==> config.mk <==
export PLATFORM = sky130hd
export DESIGN_NAME = bounded_deque_with_value_removal_flat
export DESIGN_NICKNAME = d
export VERILOG_FILES = /design/src/bdq_pkg.sv /design/src/bdq_in_if.sv /design/src/bdq_out_if.sv /design/src/bounded_deque_with_value_removal.sv /design/src/bdq_ram.sv /design/src/bdq_datapath.sv /design/src/bdq_ctrl.sv /design/src/flat_wrapper.sv
export SDC_FILE = /design/constraint.sdc
export NUM_CORES = 1
export LEC_CHECK = 0
export ABC_CLOCK_PERIOD_IN_PS = 10630
export BUFFER_PORTS_ARGS = -buffer_cell sky130_fd_sc_hd__buf_2
export CAP_MARGIN = 40
export CORE_UTILIZATION = 35
export DETAILED_ROUTE_END_ITERATION = 10
export PLACE_DENSITY = 0.54
export SETUP_SLACK_MARGIN = 0.5
export SYNTH_ARGS = -nofsm -noshare
export SYNTH_HDL_FRONTEND = slang
export SYNTH_HIERARCHICAL = 1
export SYNTH_SLANG_ARGS = --single-unit
==> constraint.sdc <==
create_clock -name clk -period 10.63 [get_ports clk]
set_input_delay 0.5315 -clock clk [delete_from_list [all_inputs] [get_ports clk]]
set_output_delay 0.5315 -clock clk [all_outputs]
set_load 0.005 [all_outputs]
==> src/bdq_pkg.sv <==
// ----------------------------------------------------------------------------
// bdq_pkg
// Shared widths, operation and status codes, and the command and status
// bundles that pass between the deque controller and its datapath.
// ----------------------------------------------------------------------------
`default_nettype none

package bdq_pkg;

  localparam int CAPACITY_DEF   = 16;
  localparam int DATA_WIDTH_DEF = 32;

  localparam int KIND_W   = 3;
  localparam int STATUS_W = 2;
  localparam int OCC_W    = 5;
  localparam int FIELD_W  = 32;

  typedef logic [KIND_W-1:0] kind_t;

  localparam kind_t KIND_PUSH_FRONT = 3'd0;
  localparam kind_t KIND_PUSH_BACK  = 3'd1;
  localparam kind_t KIND_POP_FRONT  = 3'd2;
  localparam kind_t KIND_POP_BACK   = 3'd3;
  localparam kind_t KIND_REMOVE     = 3'd4;

  typedef enum logic [STATUS_W-1:0] {
    ST_DONE    = 2'd0,
    ST_EMPTY   = 2'd1,
    ST_FULL    = 2'd2,
    ST_MISSING = 2'd3
  } status_t;

  // Store read address choice
  typedef enum logic [1:0] {
    ADDR_FRONT    = 2'd0,
    ADDR_BACK     = 2'd1,
    ADDR_POS      = 2'd2,
    ADDR_POS_NEXT = 2'd3
  } addr_sel_t;

  typedef struct packed {
    logic      load;
    logic      push_front;
    logic      push_back;
    logic      pop_front;
    logic      pop_back;
    logic      set_status;
    status_t   status;
    logic      scan_next;
    logic      take_match;
    logic      shift_write;
    logic      remove_done;
    addr_sel_t addr_sel;
    logic      cap_front;
    logic      cap_back;
    logic      out_load;
  } dp_cmd_t;

  typedef struct packed {
    kind_t kind;
    logic  empty;
    logic  full;
    logic  multi;
    logic  match;
    logic  scan_last;
  } dp_stat_t;

endpackage

`default_nettype wire

==> src/bdq_in_if.sv <==
// ----------------------------------------------------------------------------
// bdq_in_if
// Operation channel: valid/ready with the operation kind and its value.
// ----------------------------------------------------------------------------
`default_nettype none

interface bdq_in_if;
  import bdq_pkg::*;

  logic                      valid;
  logic                      ready;
  logic [KIND_W-1:0]         kind;
  logic signed [FIELD_W-1:0] value;

  modport source (output valid, output kind, output value, input ready);
  modport sink   (input valid, input kind, input value, output ready);
endinterface

`default_nettype wire

==> src/bdq_out_if.sv <==
// ----------------------------------------------------------------------------
// bdq_out_if
// Result channel: valid/ready with status, occupancy and the three values.
// ----------------------------------------------------------------------------
`default_nettype none

interface bdq_out_if;
  import bdq_pkg::*;

  logic                      valid;
  logic                      ready;
  logic [STATUS_W-1:0]       status;
  logic [OCC_W-1:0]          occupancy;
  logic signed [FIELD_W-1:0] front_value;
  logic signed [FIELD_W-1:0] back_value;
  logic signed [FIELD_W-1:0] taken_value;

  modport source (output valid, output status, output occupancy, output front_value,
                  output back_value, output taken_value, input ready);
  modport sink   (input valid, input status, input occupancy, input front_value,
                  input back_value, input taken_value, output ready);
endinterface

`default_nettype wire

==> src/bounded_deque_with_value_removal.sv <==
// ----------------------------------------------------------------------------
// bounded_deque_with_value_removal
// Bounded double-ended queue of signed values with removal by value.
// ----------------------------------------------------------------------------
// Each beat on in_ch is one operation (push front, push back, pop front,
// pop back, or remove the first entry from the front equal to the value);
// each gives exactly one beat on out_ch with status, occupancy, front, back
// and taken value. Operations run one at a time. A push or a flagged
// operation goes straight to its result; a pop then rereads both ends from
// the store unless it empties it. A removal scans from the front until it
// finds the match or runs out of entries, moves each entry behind the match
// forward to close the gap, then rereads both ends unless the store is left
// empty. Each step waits on the single read port of the entry store, whose
// read data is registered, and the scan and shift visit one entry per read.
// A new operation is taken while the previous result still waits on out_ch.
// The store is not cleared after reset; only entries written by a push or
// by the gap-closing shift are ever read.
// ----------------------------------------------------------------------------
`default_nettype none

module bounded_deque_with_value_removal #(
  parameter int CAPACITY   = bdq_pkg::CAPACITY_DEF,
  parameter int DATA_WIDTH = bdq_pkg::DATA_WIDTH_DEF
) (
  input  logic      clk,
  input  logic      rst_n,
  bdq_in_if.sink    in_ch,
  bdq_out_if.source out_ch
);
  import bdq_pkg::*;

  // Command and status bundles between sequencer and datapath
  dp_cmd_t  cmd;
  dp_stat_t stat;

  // Sequencer: owns in_ch.ready and the result valid flag
  bdq_ctrl u_ctrl (
    .clk      (clk),
    .rst_n    (rst_n),
    .in_valid (in_ch.valid),
    .in_ready (in_ch.ready),
    .out_valid(out_ch.valid),
    .out_ready(out_ch.ready),
    .stat     (stat),
    .cmd      (cmd)
  );

  // Datapath: store, pointers, cached ends and the result payload register
  bdq_datapath #(
    .CAPACITY  (CAPACITY),
    .DATA_WIDTH(DATA_WIDTH)
  ) u_datapath (
    .clk            (clk),
    .rst_n          (rst_n),
    .in_kind        (in_ch.kind),
    .in_value       (in_ch.value),
    .cmd            (cmd),
    .stat           (stat),
    .out_status     (out_ch.status),
    .out_occupancy  (out_ch.occupancy),
    .out_front_value(out_ch.front_value),
    .out_back_value (out_ch.back_value),
    .out_taken_value(out_ch.taken_value)
  );

endmodule

`default_nettype wire

==> src/bdq_ram.sv <==
// ----------------------------------------------------------------------------
// bdq_ram
// Simple dual-port RAM: one write port, one read port with registered data.
// ----------------------------------------------------------------------------
`default_nettype none

module bdq_ram #(
  parameter int WIDTH = 32,
  parameter int DEPTH = 16
) (
  input  logic                     clk,
  input  logic                     we,
  input  logic [$clog2(DEPTH)-1:0] waddr,
  input  logic [WIDTH-1:0]         wdata,
  input  logic [$clog2(DEPTH)-1:0] raddr,
  output logic [WIDTH-1:0]         rdata
);

  logic [WIDTH-1:0] mem [DEPTH];

  always_ff @(posedge clk) begin
    if (we) begin
      mem[waddr] <= wdata;
    end
    rdata <= mem[raddr];
  end

endmodule

`default_nettype wire

==> src/bdq_datapath.sv <==
// ----------------------------------------------------------------------------
// bdq_datapath
// Entry store, ring pointers, cached end values, scan position and the
// result payload register.
// ----------------------------------------------------------------------------
`default_nettype none

module bdq_datapath #(
  parameter int CAPACITY   = bdq_pkg::CAPACITY_DEF,
  parameter int DATA_WIDTH = bdq_pkg::DATA_WIDTH_DEF
) (
  input  logic                              clk,
  input  logic                              rst_n,
  input  bdq_pkg::kind_t                    in_kind,
  input  logic signed [bdq_pkg::FIELD_W-1:0] in_value,
  input  bdq_pkg::dp_cmd_t                  cmd,
  output bdq_pkg::dp_stat_t                 stat,
  output logic [bdq_pkg::STATUS_W-1:0]      out_status,
  output logic [bdq_pkg::OCC_W-1:0]         out_occupancy,
  output logic signed [bdq_pkg::FIELD_W-1:0] out_front_value,
  output logic signed [bdq_pkg::FIELD_W-1:0] out_back_value,
  output logic signed [bdq_pkg::FIELD_W-1:0] out_taken_value
);
  import bdq_pkg::*;

  localparam int IW = $clog2(CAPACITY);
  localparam int CW = $clog2(CAPACITY + 1);
  localparam int SW = CW + 1;
  localparam int XW = (DATA_WIDTH > FIELD_W) ? DATA_WIDTH : FIELD_W;

  function automatic logic [IW-1:0] slot_of(input logic [IW-1:0] base,
                                            input logic [CW-1:0] ofs);
    logic [SW-1:0] s;
    s = SW'(base) + SW'(ofs);
    if (s >= SW'(CAPACITY)) begin
      s = s - SW'(CAPACITY);
    end
    return s[IW-1:0];
  endfunction

  function automatic logic [FIELD_W-1:0] to_field(input logic [DATA_WIDTH-1:0] x);
    logic [XW-1:0] t;
    t = XW'(x);
    return t[FIELD_W-1:0];
  endfunction

  kind_t                 op_kind_r;
  logic [DATA_WIDTH-1:0] op_val_r;
  logic [IW-1:0]         front_r, front_nxt;
  logic [CW-1:0]         count_r, count_nxt;
  logic [CW-1:0]         pos_r, pos_nxt;
  logic [DATA_WIDTH-1:0] front_val_r, front_val_nxt;
  logic [DATA_WIDTH-1:0] back_val_r, back_val_nxt;
  logic [DATA_WIDTH-1:0] taken_r, taken_nxt;
  status_t               status_r, status_nxt;

  logic [STATUS_W-1:0]   out_status_r;
  logic [OCC_W-1:0]      out_occ_r;
  logic [FIELD_W-1:0]    out_front_r;
  logic [FIELD_W-1:0]    out_back_r;
  logic [FIELD_W-1:0]    out_taken_r;

  logic [XW-1:0]         in_ext;
  logic [IW-1:0]         front_dec;
  logic [IW-1:0]         front_inc;
  logic [CW-1:0]         count_m1;
  logic [CW-1:0]         pos_p1;

  logic                  ram_we;
  logic [IW-1:0]         ram_waddr;
  logic [DATA_WIDTH-1:0] ram_wdata;
  logic [IW-1:0]         ram_raddr;
  logic [DATA_WIDTH-1:0] ram_rdata;

  assign in_ext    = XW'($unsigned(in_value));
  assign front_dec = (front_r == '0) ? IW'(CAPACITY - 1) : front_r - 1'b1;
  assign front_inc = (front_r == IW'(CAPACITY - 1)) ? '0 : front_r + 1'b1;
  assign count_m1  = count_r - 1'b1;
  assign pos_p1    = pos_r + 1'b1;

  bdq_ram #(
    .WIDTH(DATA_WIDTH),
    .DEPTH(CAPACITY)
  ) u_store (
    .clk  (clk),
    .we   (ram_we),
    .waddr(ram_waddr),
    .wdata(ram_wdata),
    .raddr(ram_raddr),
    .rdata(ram_rdata)
  );

  // Write port: pushes and the gap-closing shift
  always_comb begin
    ram_we    = cmd.push_front | cmd.push_back | cmd.shift_write;
    ram_waddr = slot_of(front_r, pos_r);
    ram_wdata = ram_rdata;
    if (cmd.push_front) begin
      ram_waddr = front_dec;
      ram_wdata = op_val_r;
    end else if (cmd.push_back) begin
      ram_waddr = slot_of(front_r, count_r);
      ram_wdata = op_val_r;
    end
  end

  always_comb begin
    case (cmd.addr_sel)
      ADDR_FRONT:    ram_raddr = front_r;
      ADDR_BACK:     ram_raddr = slot_of(front_r, count_m1);
      ADDR_POS:      ram_raddr = slot_of(front_r, pos_r);
      ADDR_POS_NEXT: ram_raddr = slot_of(front_r, pos_p1);
      default:       ram_raddr = front_r;
    endcase
  end

  always_comb begin
    front_nxt     = front_r;
    count_nxt     = count_r;
    pos_nxt       = pos_r;
    front_val_nxt = front_val_r;
    back_val_nxt  = back_val_r;
    taken_nxt     = taken_r;
    status_nxt    = status_r;
    if (cmd.load) begin
      pos_nxt    = '0;
      taken_nxt  = '0;
      status_nxt = ST_DONE;
    end
    if (cmd.set_status) begin
      status_nxt = cmd.status;
    end
    if (cmd.push_front) begin
      front_nxt     = front_dec;
      count_nxt     = count_r + 1'b1;
      front_val_nxt = op_val_r;
      if (count_r == '0) begin
        back_val_nxt = op_val_r;
      end
    end
    if (cmd.push_back) begin
      count_nxt    = count_r + 1'b1;
      back_val_nxt = op_val_r;
      if (count_r == '0) begin
        front_val_nxt = op_val_r;
      end
    end
    if (cmd.pop_front) begin
      taken_nxt = front_val_r;
      front_nxt = front_inc;
      count_nxt = count_m1;
    end
    if (cmd.pop_back) begin
      taken_nxt = back_val_r;
      count_nxt = count_m1;
    end
    if (cmd.scan_next || cmd.shift_write) begin
      pos_nxt = pos_p1;
    end
    if (cmd.take_match) begin
      taken_nxt  = ram_rdata;
      status_nxt = ST_DONE;
    end
    if (cmd.remove_done) begin
      count_nxt = count_m1;
    end
    if (cmd.cap_front) begin
      front_val_nxt = ram_rdata;
    end
    if (cmd.cap_back) begin
      back_val_nxt = ram_rdata;
    end
  end

  always_ff @(posedge clk) begin
    if (!rst_n) begin
      front_r <= '0;
      count_r <= '0;
    end else begin
      front_r <= front_nxt;
      count_r <= count_nxt;
    end
  end

  always_ff @(posedge clk) begin
    if (cmd.load) begin
      op_kind_r <= in_kind;
      op_val_r  <= in_ext[DATA_WIDTH-1:0];
    end
    pos_r       <= pos_nxt;
    front_val_r <= front_val_nxt;
    back_val_r  <= back_val_nxt;
    taken_r     <= taken_nxt;
    status_r    <= status_nxt;
    if (cmd.out_load) begin
      out_status_r <= status_r;
      out_occ_r    <= OCC_W'(count_r);
      out_front_r  <= (count_r == '0) ? '0 : to_field(front_val_r);
      out_back_r   <= (count_r == '0) ? '0 : to_field(back_val_r);
      out_taken_r  <= to_field(taken_r);
    end
  end

  assign stat.kind      = op_kind_r;
  assign stat.empty     = (count_r == '0);
  assign stat.full      = (count_r == CW'(CAPACITY));
  assign stat.multi     = (count_r > CW'(1));
  assign stat.match     = (ram_rdata == op_val_r);
  assign stat.scan_last = (pos_p1 == count_r);

  assign out_status      = out_status_r;
  assign out_occupancy   = out_occ_r;
  assign out_front_value = out_front_r;
  assign out_back_value  = out_back_r;
  assign out_taken_value = out_taken_r;

endmodule

`default_nettype wire

==> src/bdq_ctrl.sv <==
// ----------------------------------------------------------------------------
// bdq_ctrl
// Operation sequencer: decodes each operation, walks the scan and shift of a
// removal, refreshes the cached end values and hands the result beat over.
// ----------------------------------------------------------------------------
`default_nettype none

module bdq_ctrl (
  input  logic              clk,
  input  logic              rst_n,
  input  logic              in_valid,
  output logic              in_ready,
  output logic              out_valid,
  input  logic              out_ready,
  input  bdq_pkg::dp_stat_t stat,
  output bdq_pkg::dp_cmd_t  cmd
);
  import bdq_pkg::*;

  typedef enum logic [9:0] {
    S_IDLE   = 10'b0000000001,
    S_DECODE = 10'b0000000010,
    S_SC_RD  = 10'b0000000100,
    S_SC_CMP = 10'b0000001000,
    S_SH_RD  = 10'b0000010000,
    S_SH_WR  = 10'b0000100000,
    S_RF_A   = 10'b0001000000,
    S_RF_B   = 10'b0010000000,
    S_RF_C   = 10'b0100000000,
    S_FINISH = 10'b1000000000
  } state_t;

  state_t state_r, state_nxt;
  logic   out_valid_r, out_valid_nxt;

  assign in_ready  = (state_r == S_IDLE);
  assign out_valid = out_valid_r;

  always_comb begin
    state_nxt     = state_r;
    out_valid_nxt = out_valid_r & ~out_ready;
    cmd           = '0;
    case (state_r)
      S_IDLE: begin
        if (in_valid) begin
          cmd.load  = 1'b1;
          state_nxt = S_DECODE;
        end
      end
      S_DECODE: begin
        state_nxt = S_FINISH;
        case (stat.kind)
          KIND_PUSH_FRONT: begin
            if (stat.full) begin
              cmd.set_status = 1'b1;
              cmd.status     = ST_FULL;
            end else begin
              cmd.push_front = 1'b1;
            end
          end
          KIND_PUSH_BACK: begin
            if (stat.full) begin
              cmd.set_status = 1'b1;
              cmd.status     = ST_FULL;
            end else begin
              cmd.push_back = 1'b1;
            end
          end
          KIND_POP_FRONT: begin
            if (stat.empty) begin
              cmd.set_status = 1'b1;
              cmd.status     = ST_EMPTY;
            end else begin
              cmd.pop_front = 1'b1;
              if (stat.multi) begin
                state_nxt = S_RF_A;
              end
            end
          end
          KIND_POP_BACK: begin
            if (stat.empty) begin
              cmd.set_status = 1'b1;
              cmd.status     = ST_EMPTY;
            end else begin
              cmd.pop_back = 1'b1;
              if (stat.multi) begin
                state_nxt = S_RF_A;
              end
            end
          end
          KIND_REMOVE: begin
            cmd.set_status = 1'b1;
            if (stat.empty) begin
              cmd.status = ST_EMPTY;
            end else begin
              cmd.status = ST_MISSING;
              state_nxt  = S_SC_RD;
            end
          end
          default: begin
            state_nxt = S_FINISH;
          end
        endcase
      end
      S_SC_RD: begin
        cmd.addr_sel = ADDR_POS;
        state_nxt    = S_SC_CMP;
      end
      S_SC_CMP: begin
        if (stat.match) begin
          cmd.take_match = 1'b1;
          state_nxt      = S_SH_RD;
        end else if (stat.scan_last) begin
          state_nxt = S_FINISH;
        end else begin
          cmd.scan_next = 1'b1;
          state_nxt     = S_SC_RD;
        end
      end
      S_SH_RD: begin
        if (stat.scan_last) begin
          cmd.remove_done = 1'b1;
          state_nxt       = stat.multi ? S_RF_A : S_FINISH;
        end else begin
          cmd.addr_sel = ADDR_POS_NEXT;
          state_nxt    = S_SH_WR;
        end
      end
      S_SH_WR: begin
        cmd.shift_write = 1'b1;
        state_nxt       = S_SH_RD;
      end
      S_RF_A: begin
        cmd.addr_sel = ADDR_FRONT;
        state_nxt    = S_RF_B;
      end
      S_RF_B: begin
        cmd.cap_front = 1'b1;
        cmd.addr_sel  = ADDR_BACK;
        state_nxt     = S_RF_C;
      end
      S_RF_C: begin
        cmd.cap_back = 1'b1;
        state_nxt    = S_FINISH;
      end
      S_FINISH: begin
        if (!out_valid_r || out_ready) begin
          cmd.out_load  = 1'b1;
          out_valid_nxt = 1'b1;
          state_nxt     = S_IDLE;
        end
      end
      default: begin
        state_nxt = S_IDLE;
      end
    endcase
  end

  always_ff @(posedge clk) begin
    if (!rst_n) begin
      state_r     <= S_IDLE;
      out_valid_r <= 1'b0;
    end else begin
      state_r     <= state_nxt;
      out_valid_r <= out_valid_nxt;
    end
  end

endmodule

`default_nettype wire

==> src/flat_wrapper.sv <==
// flat-port wrapper written by rule: the top's interface ports become plain ports
module bounded_deque_with_value_removal_flat import bdq_pkg::*;
#(
  parameter int CAPACITY   = bdq_pkg::CAPACITY_DEF,
  parameter int DATA_WIDTH = bdq_pkg::DATA_WIDTH_DEF
)
  (clk, rst_n, in_ch_valid, in_ch_kind, in_ch_value, in_ch_ready, out_ch_valid, out_ch_status, out_ch_occupancy, out_ch_front_value, out_ch_back_value, out_ch_taken_value, out_ch_ready);
  bdq_in_if in_ch_i ();
  bdq_out_if out_ch_i ();
  input  logic clk;
  input  logic rst_n;
  input wire logic [$bits(in_ch_i.valid)-1:0] in_ch_valid;
  input wire logic [$bits(in_ch_i.kind)-1:0] in_ch_kind;
  input wire logic [$bits(in_ch_i.value)-1:0] in_ch_value;
  output wire logic [$bits(in_ch_i.ready)-1:0] in_ch_ready;
  output wire logic [$bits(out_ch_i.valid)-1:0] out_ch_valid;
  output wire logic [$bits(out_ch_i.status)-1:0] out_ch_status;
  output wire logic [$bits(out_ch_i.occupancy)-1:0] out_ch_occupancy;
  output wire logic [$bits(out_ch_i.front_value)-1:0] out_ch_front_value;
  output wire logic [$bits(out_ch_i.back_value)-1:0] out_ch_back_value;
  output wire logic [$bits(out_ch_i.taken_value)-1:0] out_ch_taken_value;
  input wire logic [$bits(out_ch_i.ready)-1:0] out_ch_ready;
  assign in_ch_i.valid = in_ch_valid;
  assign in_ch_i.kind = in_ch_kind;
  assign in_ch_i.value = in_ch_value;
  assign in_ch_ready = in_ch_i.ready;
  assign out_ch_valid = out_ch_i.valid;
  assign out_ch_status = out_ch_i.status;
  assign out_ch_occupancy = out_ch_i.occupancy;
  assign out_ch_front_value = out_ch_i.front_value;
  assign out_ch_back_value = out_ch_i.back_value;
  assign out_ch_taken_value = out_ch_i.taken_value;
  assign out_ch_i.ready = out_ch_ready;
  bounded_deque_with_value_removal #(.CAPACITY(CAPACITY), .DATA_WIDTH(DATA_WIDTH)) u_core (.clk(clk), .rst_n(rst_n), .in_ch(in_ch_i), .out_ch(out_ch_i));
endmodule
==> results of run 1 <==
==> registers in the layout, summed over array words and instances (netlist names) <==
signal,flops
u_core/u_datapath/u_store/mem,512
u_core/u_datapath/back_val_r,32
u_core/u_datapath/front_val_r,32
u_core/u_datapath/op_val_r,32
u_core/u_datapath/out_back_value,32
u_core/u_datapath/out_front_value,32
u_core/u_datapath/out_taken_value,32
u_core/u_datapath/taken_r,32
u_core/u_datapath/u_store/rdata,32
u_core/u_ctrl/state_r,10
u_core/u_datapath/count_r,5
u_core/u_datapath/out_occupancy,5
u_core/u_datapath/pos_r,5
u_core/u_datapath/front_r,4
u_core/u_datapath/op_kind_r,3
u_core/u_datapath/out_status,2
u_core/u_datapath/status_r,2
u_core/u_ctrl/out_valid,1
==> path summary, 6_finish.rpt <==
path,slack [ns],to
max,5.00,u_core/u_datapath/u_store/rdata[28]$_DFF_P_
min,0.08,u_core/u_datapath/op_val_r[15]$_DFFE_PP_
max reg2reg,5.00,u_core/u_datapath/u_store/rdata[28]$_DFF_P_
min reg2reg,0.41,u_core/u_datapath/out_taken_value[19]$_DFFE_PP_
==> power by group <==
part	internal, uW	leakage, uW	switching (uW)	total [uW]
Clock	1590	0.00125	1200	2790
Combinational	79.9	0.00356	107	187
Sequential	3500	0.00734	69.4	3570
==> layout make-up <==
| type | instances | area [um2] | share of cell area (%) |
|---|---|---|---|
| sequential | 805 | 23310 | 63.47 |
| multi-input combinational | 866 | 8134 | 22.15 |
| clock buffer | 102 | 2113 | 5.754 |
| tap | 1176 | 1471 | 4.006 |
| timing repair buffer | 191 | 1159 | 3.155 |
| clock inverter | 45 | 465.4 | 1.267 |
| inverter | 18 | 67.56 | 0.1840 |
| antenna | 2 | 5.005 | 0.01363 |
==> worst max-delay path: stages (launching register included) <==
cell	delay, ns
edfxtp_1	0.49
ha_1	0.28
nand3_1	0.10
xor2_1	0.23
xor2_1	0.18
nand3_1	0.09
nor3_1	0.34
or3_1	0.23
nand2_1	0.32
nand2_1	0.32
mux2i_1	0.12
ha_1	0.31
nand2_1	0.08
o21ai_4	0.09
buf_4	0.62
buf_4	0.48
buf_16	0.32
mux4_2	0.54
a22oi_1	0.22
nand2_1	0.08
==> cells by family (layout without fill, tap and decap cells) <==
family | count (synthesis) | after routing
adders and majority gates | 19 | 19
other | 0 | 2
and+or+nand+nor | 333 | 333
xor gates and xnor gates | 53 | 53
AOI/OAI and AO/OA | 228 | 228
buffers and inverters | 110 | 356
muxes | 233 | 233
DFF | 805 | 805
==> cell usage in the layout (no fill, tap or decap), types with 42 or more instances in the layout <==
cell	n
nor2b_1	71
a22oi_1	97
buf_4	42
edfxtp_1	719
mux4_2	128
buf_2	144
nand2_1	116
mux2_2	66
o21ai_0	78
dfxtp_1	86
clkbuf_16	79
==> layer usage <==
layer	global-route usage [%]	vias to the layer above
met1	23.62	8736
met2	27.24	465
li1	-	7419
met5	0	-
met4	4.500	0
met3	2.335	92
==> stage by stage <==
stage | instance area (um2) | hold WS, ns | util, % | setup slack, ns
global placement | 34020 | 0.4010 | 37.79 | 4.625
finish | 36730 | 0.07550 | 40.80 | 5.003
CTS | 36720 | 0.03467 | 40.80 | 4.930
global route | 36720 | 0.05273 | 40.80 | 4.406
detailed placement | 34140 | 0.4045 | 37.93 | 4.966
floorplan | 31770 | 0.4002 | - | 4.505
==> results.yml, run 1 <==
critical_path:
  reg2reg_from: "u_core/u_datapath/pos_r[0]$_SDFFCE_PN0P_"
  r2r_cells: 19
  cp.required_ns: 11.13
  path_max_fanout: 38
  arrival_ns: 6.12
  crit_type: "register to register"
  critPathCaptureType: "register"
  critPathLaunchType: "register"
  cp-startpoint: "u_core/u_datapath/pos_r[0]$_SDFFCE_PN0P_"
sta:
  finClkSkew_ns: 0.02844
  final_max_slew_viol_count: 0
  setup_viol: 0
  tns_ns: 0
  fin_crit_ns: 5.627
  final.period_utilization_pct: 52.93
  finalHoldViolCount: 0
  rsz0062_at_grt: "false"
  tightest_slew_ns: 0.8866
  timing.fmax_ghz: 0.1777
  relSlewSlack_pct: 40.89
synth:
  syn_area_um2: 31770
  avgSynthCellArea_um2: 17.84
  yosys-top-cells-area: "edfxtp_1, mux4_2, dfxtp_1, mux2_2, a22oi_1"
  post-synth-top-count-cell: "edfxtp_1"
  synth-simple-area-share_pct: 5.502
  synth_mux_area_share_pct: 12.64
  synth_compound_area_share_pct: 4.619
  async_reset_ff_share_pct: 0
  synth-edff-count: 719
  synth_top_area_share_pct: 67.96
  yosysSeqAreaShare_pct: 73.37
  synth.distinct_cells: 63
  synth.net_count: 1839
  synth_fa_ha_area_share_pct: 0.8191
  ys_seq_elements: 805
  ys.flop_type: "edfxtp_1"
  synthXorXnorAreaFrac_pct: 1.461
  post-synth-top-area-cell: "edfxtp_1"
  synth_common_cells: "edfxtp_1, mux4_2, nand2_1"
  synth_top_family_by_area: "multiplexers"
  syn_inst: 1781
  yosys_warnings: 6
final_layout:
  instances_no_fill: 3205
  fillCellCount: 8032
  fin_nets: 2019
  drive_gt1_share_pct: 26.99
  area_delta_synth_final_pct: 15.60
cts:
  root_buffer: "clkbuf_16"
  cts.clk_slew.worst_paths_ns: 0.06
  ctsHtreeMaxLevel: 3
  insertion_delay_ns: 0.64
  ctsResizeCount: 0
  postCtsSetupBuffers: 0
  cts_buffers: 79
  hold_buffers: 0
  clock_sinks: 805
  cts_tree: "yes"
  cts.path.max_buffers: 3
floorplanning:
  die_y_um: 303.3
  coreArea_um2: 90010
  io_pins: 144
  dieArea_um2: 91980
  row_count: 110
  initial_core_util_pct: 35.30
  die_w_um: 303.3
route:
  drtAntennaViolNets: 0
  drt_wl_total_um: 76970
  viasPerCell: 5.214
  drtIter0Drc: 1398
  drtPass1Iterations: 5
  top_layer: "met4"
  drt-wirelength-per-cell_um: 24.01
  route.met3.wl_um: 3956
  m1WireLength_um: 34630
  drc: 0
  met2_length_um: 37110
  vias: 16710
hold_path:
  hold_path_depth: 1
  min_from: "in_ch_value[15]"
  hp-class: "input pin to register"
global_route:
  grt.total_usage_pct: 16.77
  gr-total-overflow: 0
  grt_max_degree: 72
  grt_pass1_vias: 16990
  grt_first_pass_wirelength_um: 113100
  antenna_found_initial: 4
power_and_ir_drop:
  vdd.ir_drop.worst_mv: 0.1311
  powerDensity_nw_per_um2: 178.3
  p_leak_uw: 0.01215
  total_power_uw: 6547
placed_design:
  portBuffers: 143
  hpwlAfterDp_um: 45120
  place.gp.congestion: 0.8366
  place_inst: 3056
run_status:
  status: "finished clean"
flow_run:
  max_cap_violations: 0
No activity file was read; power rests on OpenSTA's default activity.
==> run 2, diff against run 1 <==
- ABC_CLOCK_PERIOD_IN_PS: 10630 -> 5900
- clock period: 10.63 -> 5.9 ns (I/O delays scaled with it)
==> run 2 against run 1 <==
  * Critical endpoint is now u_core/u_datapath/u_store/rdata[15]$_DFF_P_
  * Largest power group unchanged
  * Worst hold slack got worse by 0.0086 ns
  * Sequential share of layout area decreased by 0.81 points
  * Setup slack lost 4.0 ns
  * Via count rose by 1.1%
  * Clock power grew 81%
  * Wire length up 0.92%
  * Non-clock buffer count grew 40
  * Register-to-register slack lost 4.0 ns
  * Combinational power is 92% higher
==> results.yml, run 2 (same netlist as run 1, synthesis figures left out) <==
critical_path:
  crit_type: "register to register"
  worstReg2RegEnd: "u_core/u_datapath/u_store/rdata[15]$_DFF_P_"
  r2r_cells: 21
  critPathBufInv: 1
  crit_chain: "ha_1 -> nand3_1 -> xor2_1 -> xor2_1 -> nand3_1 -> nor3_1 -> or3_1 -> nand2_2 -> nand2_1 -> nor2_1 -> a21oi_1 -> ha_1 -> a21o_1 -> a21o_1 -> and3_1 -> o21ai_0 -> nand4b_1 -> and2_1 -> buf_4 -> a22oi_1 -> nand2_1"
  cpMaxStageDelayCell: "edfxtp_1"
  path_max_fanout: 32
  reg2reg_from: "u_core/u_datapath/pos_r[0]$_SDFFCE_PN0P_"
  cpLargestDelayFamily: "simple AND/OR/NAND/NOR gates"
  critPathLaunchType: "register"
  arrival_ns: 5.37
  reg2reg_slack_ns: 1.05
  cpPeakStageDelay_ns: 0.48
  cp.required_ns: 6.42
  critPathCaptureType: "register"
power_and_ir_drop:
  p_sw_uw: 2483
  clock_power_share_pct: 42.7
  p_int_uw: 9362
  powerDensity_nw_per_um2: 318.4
  seqPwrFrac_pct: 54.3
  swShare_pct: 20.97
  comb_power_share_pct: 3.0
  vdd.ir_drop.worst_mv: 0.2014
  total_power_uw: 11850
  p_leak_uw: 0.01235
placed_design:
  dp_slack_ns: 0.8241
  portBuffers: 143
  place.gp.congestion: 0.7752
  hpwlAfterDp_um: 46630
  place_inst: 3059
cts:
  cts.clk_slew.worst_paths_ns: 0.06
  cts_buffers: 81
  cts.path.max_buffers: 3
  ctsHtreeMaxLevel: 3
  root_buffer: "clkbuf_16"
  insertion_delay_ns: 0.64
  cts_tree: "yes"
  clock_sinks: 805
global_route:
  antenna_found_initial: 2
  grt_first_pass_wirelength_um: 114800
  grt.total_usage_pct: 16.96
  gr-total-overflow: 0
  grt_pass1_vias: 17080
  grt_max_degree: 88
hold_path:
  hold_path_depth: 2
  hp-class: "input pin to register"
  hold_end: "u_core/u_datapath/front_r[0]$_SDFFE_PN0P_"
  min_from: "rst_n"
floorplanning:
  die_y_um: 303.3
  die_w_um: 303.3
  row_count: 110
  dieArea_um2: 91980
  initial_core_util_pct: 35.30
  io_pins: 144
  coreArea_um2: 90010
sta:
  finClkSkew_ns: 0.02777
  timing.fmax_ghz: 0.2060
  finalHoldViolCount: 0
  fin_crit_ns: 4.854
  rsz0062_at_grt: "false"
  relSlewSlack_pct: 45.78
  tns_ns: 0
  final.period_utilization_pct: 82.27
  setup_viol: 0
  fin_ws_ns: 1.046
  final_max_slew_viol_count: 0
  tightest_slew_ns: 0.8113
final_layout:
  final_cell_mix: "edfxtp_1, buf_2, mux4_2, nand2_1, a22oi_1"
  largest_reg_flops: 512
  drive_gt1_share_pct: 26.52
  area_delta_synth_final_pct: 17.10
  instances_no_fill: 3248
  layout_commonest_cell: "edfxtp_1"
  fin_nets: 2061
  regMostFlops: "u_core/u_datapath/u_store/mem"
  fillCellCount: 8008
route:
  vias: 16890
  drt-wirelength-per-cell_um: 23.91
  drtPass1Iterations: 5
  viasPerCell: 5.201
  drtAntennaViolNets: 0
  drt_wl_total_um: 77680
  drtIter0Drc: 1444
  drc: 0
run_status:
  status: "finished clean"
flow_run:
  max_cap_violations: 0
run 2: changes by cell type in the layout (fill, tap and decap cells not counted), sizes merged, moves of 3 or more:
cell / change
dlygate4sd3: +37
clkbuf: +7
buf: +3
clkinvlp: -3
run 2: how the worst max path moves through the flow:
stage,from,endpoint,slack [ns],depth (start not counted)
after global routing,u_core/u_datapath/pos_r[0]$_SDFFCE_PN0P_,u_core/u_datapath/u_store/rdata[28]$_DFF_P_,0.68,21
after floorplan,u_core/u_ctrl/state_r[0]$_SDFFE_PN1P_,u_core/u_datapath/u_store/mem[0][0]$_DFFE_PP_,0.52,11
after CTS,u_core/u_datapath/pos_r[0]$_SDFFCE_PN0P_,u_core/u_datapath/u_store/rdata[27]$_DFF_P_,0.82,21
final,u_core/u_datapath/pos_r[0]$_SDFFCE_PN0P_,u_core/u_datapath/u_store/rdata[15]$_DFF_P_,1.05,21
after global placement,u_core/u_datapath/pos_r[0]$_SDFFCE_PN0P_,u_core/u_datapath/u_store/rdata[14]$_DFF_P_,1.06,18
after detailed placement,u_core/u_datapath/pos_r[0]$_SDFFCE_PN0P_,u_core/u_datapath/u_store/rdata[14]$_DFF_P_,0.82,21
run 2: metrics by stage:
stage	util, %	area (um2)	hold slack (ns)
CTS	41.31	37180	0.03182
floorplan	-	31770	0.3939
finish	41.33	37200	0.06694
detailed placement	38.02	34220	0.4045
global placement	37.99	34190	0.4013
global route	41.33	37200	0.05845
run 2: repair_timing:
item / CTS / global route
hold buffers: 37 / 0
gates resized for setup: 0 / 4
hold endpoints to repair: 37 / 0
endpoints found under the setup margin: 0 / 32
setup buffers: 0 / 0
run 2: per-layer routing:
metal | wire (um) | track usage, % | vias to the layer above
li1 | - | - | 7481
met1 | 34650 | 23.60 | 8832
met2 | 37530 | 27.67 | 469
met3 | 3830 | 2.463 | 110
met4 | 1665 | 4.869 | 0
met5 | 0 | 0 | -
run 2: power by group through the flow:
stage	logic, uW	clock network, uW	registers [uW]
2_1_floorplan	234	0	6490
3_3_place_gp	330	0	6550
3_5_place_dp	343	0	6550
4_1_cts	364	5180	6430
5_1_grt	395	5400	6440
6_report	359	5060	6430
run 2: layout make-up:
cell class | instances | area (um2) | share of cell area, %
tap | 1176 | 1471 | 3.955
inverter | 18 | 67.56 | 0.1816
clock inverter | 41 | 401.6 | 1.080
antenna | 2 | 5.005 | 0.01345
timing repair buffer | 231 | 1615 | 4.342
multi-input combinational | 866 | 8137 | 21.87
sequential | 805 | 23310 | 62.66
clock buffer | 109 | 2193 | 5.896
==> run 3, diff against run 2 <==
- ABC_CLOCK_PERIOD_IN_PS: 5900 -> 3900
- PLACE_DENSITY: 0.54 -> 0.56
- clock period: 5.9 -> 3.9 ns (I/O delays scaled with it)
==> run 3 against run 2 <==
  * The run now ends with setup timing left
  * Critical path depth did not move
  * Combinational power grew 81%
  * Utilization up 4.1 points
  * Clock power rose by 53%
  * Global-route usage is 0.97 points higher
  * Cell count is 6.1% higher
  * Setup slack worse by 1.2 ns
  * First-iteration DRC count up 17%
  * Via count rose by 8.6%
  * Largest cell class unchanged
  * Power rose by 53%
  * Register-to-register slack worse by 1.2 ns
  * Sequential share of layout area fell by 5.6 points
==> results.yml, run 3 (same netlist as run 1, synthesis figures left out) <==
run_status:
  status: "complete, but fails checks"
  violations: "setup timing"
global_route:
  antenna_found_initial: 2
  grt_first_pass_wirelength_um: 119600
  grt_max_degree: 70
  grt_busiest_layer: "met2"
  use_met2_pct: 30.58
  grt_util_met1_pct: 23.66
  use_met3_pct: 2.784
  grt_pass1_vias: 18020
  grt.total_usage_pct: 17.93
  gr-total-overflow: 0
floorplanning:
  dieArea_um2: 91980
  io_pins: 144
  die_w_um: 303.3
  row_count: 110
  coreArea_um2: 90010
  initial_core_util_pct: 35.30
  die_y_um: 303.3
critical_path:
  cpPeakStageDelay_ns: 0.43
  r2r_cells: 21
  path_max_fanout: 8
  cp.required_ns: 4.41
  arrival_ns: 4.57
  crit_type: "register to register"
  reg2reg_slack_ns: -0.16
  critPathCaptureType: "register"
  reg2reg_from: "u_core/u_datapath/pos_r[0]$_SDFFCE_PN0P_"
  cpMaxStageDelayCell: "or3_4"
  worstReg2RegEnd: "u_core/u_datapath/u_store/rdata[2]$_DFF_P_"
  crit_chain: "buf_4 -> nand3_1 -> xor2_1 -> xnor2_1 -> nor3_2 -> or3_4 -> nand2_4 -> nand2_4 -> nor2_4 -> a21oi_2 -> ha_1 -> a21o_1 -> a21o_1 -> and3_1 -> o21ai_1 -> nand4b_1 -> buf_4 -> and2_4 -> clkbuf_16 -> a22oi_2 -> nand2_1"
  critPathLaunchType: "register"
cts:
  cts.path.max_buffers: 3
  root_buffer: "clkbuf_16"
  clock_sinks: 805
  insertion_delay_ns: 0.65
  cts.clk_slew.worst_paths_ns: 0.06
  cts_buffers: 79
  cts_tree: "yes"
  ctsHtreeMaxLevel: 3
route:
  viasPerCell: 5.326
  drtAntennaViolNets: 0
  drtPass1Iterations: 5
  drt_wl_total_um: 90210
  drt-wirelength-per-cell_um: 26.19
  drc: 0
  vias: 18350
  drtIter0Drc: 1684
final_layout:
  layout_commonest_cell: "edfxtp_1"
  area_delta_synth_final_pct: 28.74
  fin_nets: 2263
  largest_reg_flops: 512
  regMostFlops: "u_core/u_datapath/u_store/mem"
  fillCellCount: 7696
  diodes: 0
  drive_gt1_share_pct: 36.36
  final_cell_mix: "edfxtp_1, buf_2, mux4_2, nand2_1, clkbuf_16"
sta:
  fin_ws_ns: -0.1551
  tightest_slew_ns: 0.8393
  finClkSkew_ns: 0.04255
  rsz0062_at_grt: "true"
  setup_viol: 32
  finalHoldViolCount: 0
  timing.fmax_ghz: 0.2466
  relSlewSlack_pct: 43.93
  finalHoldWorstSlack_ns: 0.2726
  tns_ns: -3.194
  fin_crit_ns: 4.055
  final_max_slew_viol_count: 0
  final.period_utilization_pct: 104.0
placed_design:
  hpwlAfterDp_um: 48140
  dp_slack_ns: -0.3561
  place.gp.congestion: 0.8139
  portBuffers: 143
power_and_ir_drop:
  powerDensity_nw_per_um2: 442.8
  vdd.ir_drop.worst_mv: 0.2621
  total_power_uw: 18110
  p_leak_uw: 0.01396
flow_run:
  max_cap_violations: 0
hold_path:
  hold_end: "u_core/u_datapath/op_val_r[16]$_DFFE_PP_"
  hold_path_depth: 2
  min_from: "in_ch_value[16]"
  hp-class: "input pin to register"
run 3: cell types whose count changed in the layout (fill, tap and decap cells not counted), moves of 5 or more:
| cell | previous run | this run |
|---|---|---|
| buf_4 | 36 | 101 |
| buf_6 | 3 | 31 |
| buf_8 | 0 | 10 |
| clkbuf_16 | 82 | 111 |
| buf_12 | 11 | 64 |
| dfxtp_1 | 86 | 81 |
| a22oi_2 | 0 | 45 |
| clkinv_1 | 11 | 17 |
| buf_16 | 0 | 16 |
| a22oi_1 | 97 | 52 |
| clkbuf_1 | 23 | 12 |
run 3: how the worst max path moves through the flow:
stage                                             start                                          end  slack, ns  depth (start not counted)
2_1_floorplan  u_core/u_datapath/pos_r[0]$_SDFFCE_PN0P_  u_core/u_datapath/u_store/rdata[10]$_DFF_P_      -0.22                         23
3_3_place_gp   u_core/u_datapath/pos_r[0]$_SDFFCE_PN0P_  u_core/u_datapath/u_store/rdata[20]$_DFF_P_      -0.19                         20
3_5_place_dp   u_core/u_datapath/pos_r[0]$_SDFFCE_PN0P_  u_core/u_datapath/u_store/rdata[13]$_DFF_P_      -0.36                         21
4_1_cts        u_core/u_datapath/pos_r[1]$_SDFFCE_PN0P_  u_core/u_datapath/u_store/rdata[13]$_DFF_P_     0.0009                         22
5_1_grt        u_core/u_datapath/pos_r[1]$_SDFFCE_PN0P_  u_core/u_datapath/u_store/rdata[29]$_DFF_P_      -0.30                         22
6_report       u_core/u_datapath/pos_r[0]$_SDFFCE_PN0P_   u_core/u_datapath/u_store/rdata[2]$_DFF_P_      -0.16                         21
run 3: layout make-up:
type	instances	area (um2)	share of cell area, %
clock inverters	51	534.3	1.306
clock buffers	94	2086	5.099
flip-flops and latches	805	23320	57.02
inverters	18	67.56	0.1652
repair buffers	435	4841	11.84
multi-input cells	866	8579	20.98
well taps	1176	1471	3.597
run 3: where the power goes:
part           switching (uW)  total (uW)  internal (uW)
sequential                179        9720           9540
combinational             342         650            308
clock                    3250        7750           4500
run 3: routing by layer:
metal	part of all wire (%)	vias to the layer above
met2	49	740
li1	-	7927
met3	6.9	156
met1	41	9526
met4	3.8	0
met5	0	-
run 3: critical path, delay by kind of cell (launching register included):
family / cells / cell delay (ns)
AOI/OAI and AO/OA: 5 / 0.69
xor gates and xnor gates: 2 / 0.39
adders and majority gates: 1 / 0.30
buffers and inverters: 3 / 0.60
DFF: 1 / 0.41
and+or+nand+nor: 10 / 1.54
run 3: repair_timing:
action                     in CTS  in global routing
setup endpoints to repair     539                548
hold endpoints to repair       47                  0
gates cloned                   14                 39
gates resized for setup        62                114
hold buffers                   39                  0
pin swaps                      35                 46
setup buffers                  41                 25
run 3: through the flow:
stage	area, um2	util [%]	std cells
after floorplan	31990	-	1781
after global placement	35310	39.23	3141
after detailed placement	35330	39.25	3142
after CTS	39320	43.68	3381
after global routing	40900	45.44	3445
final	40900	45.44	3445
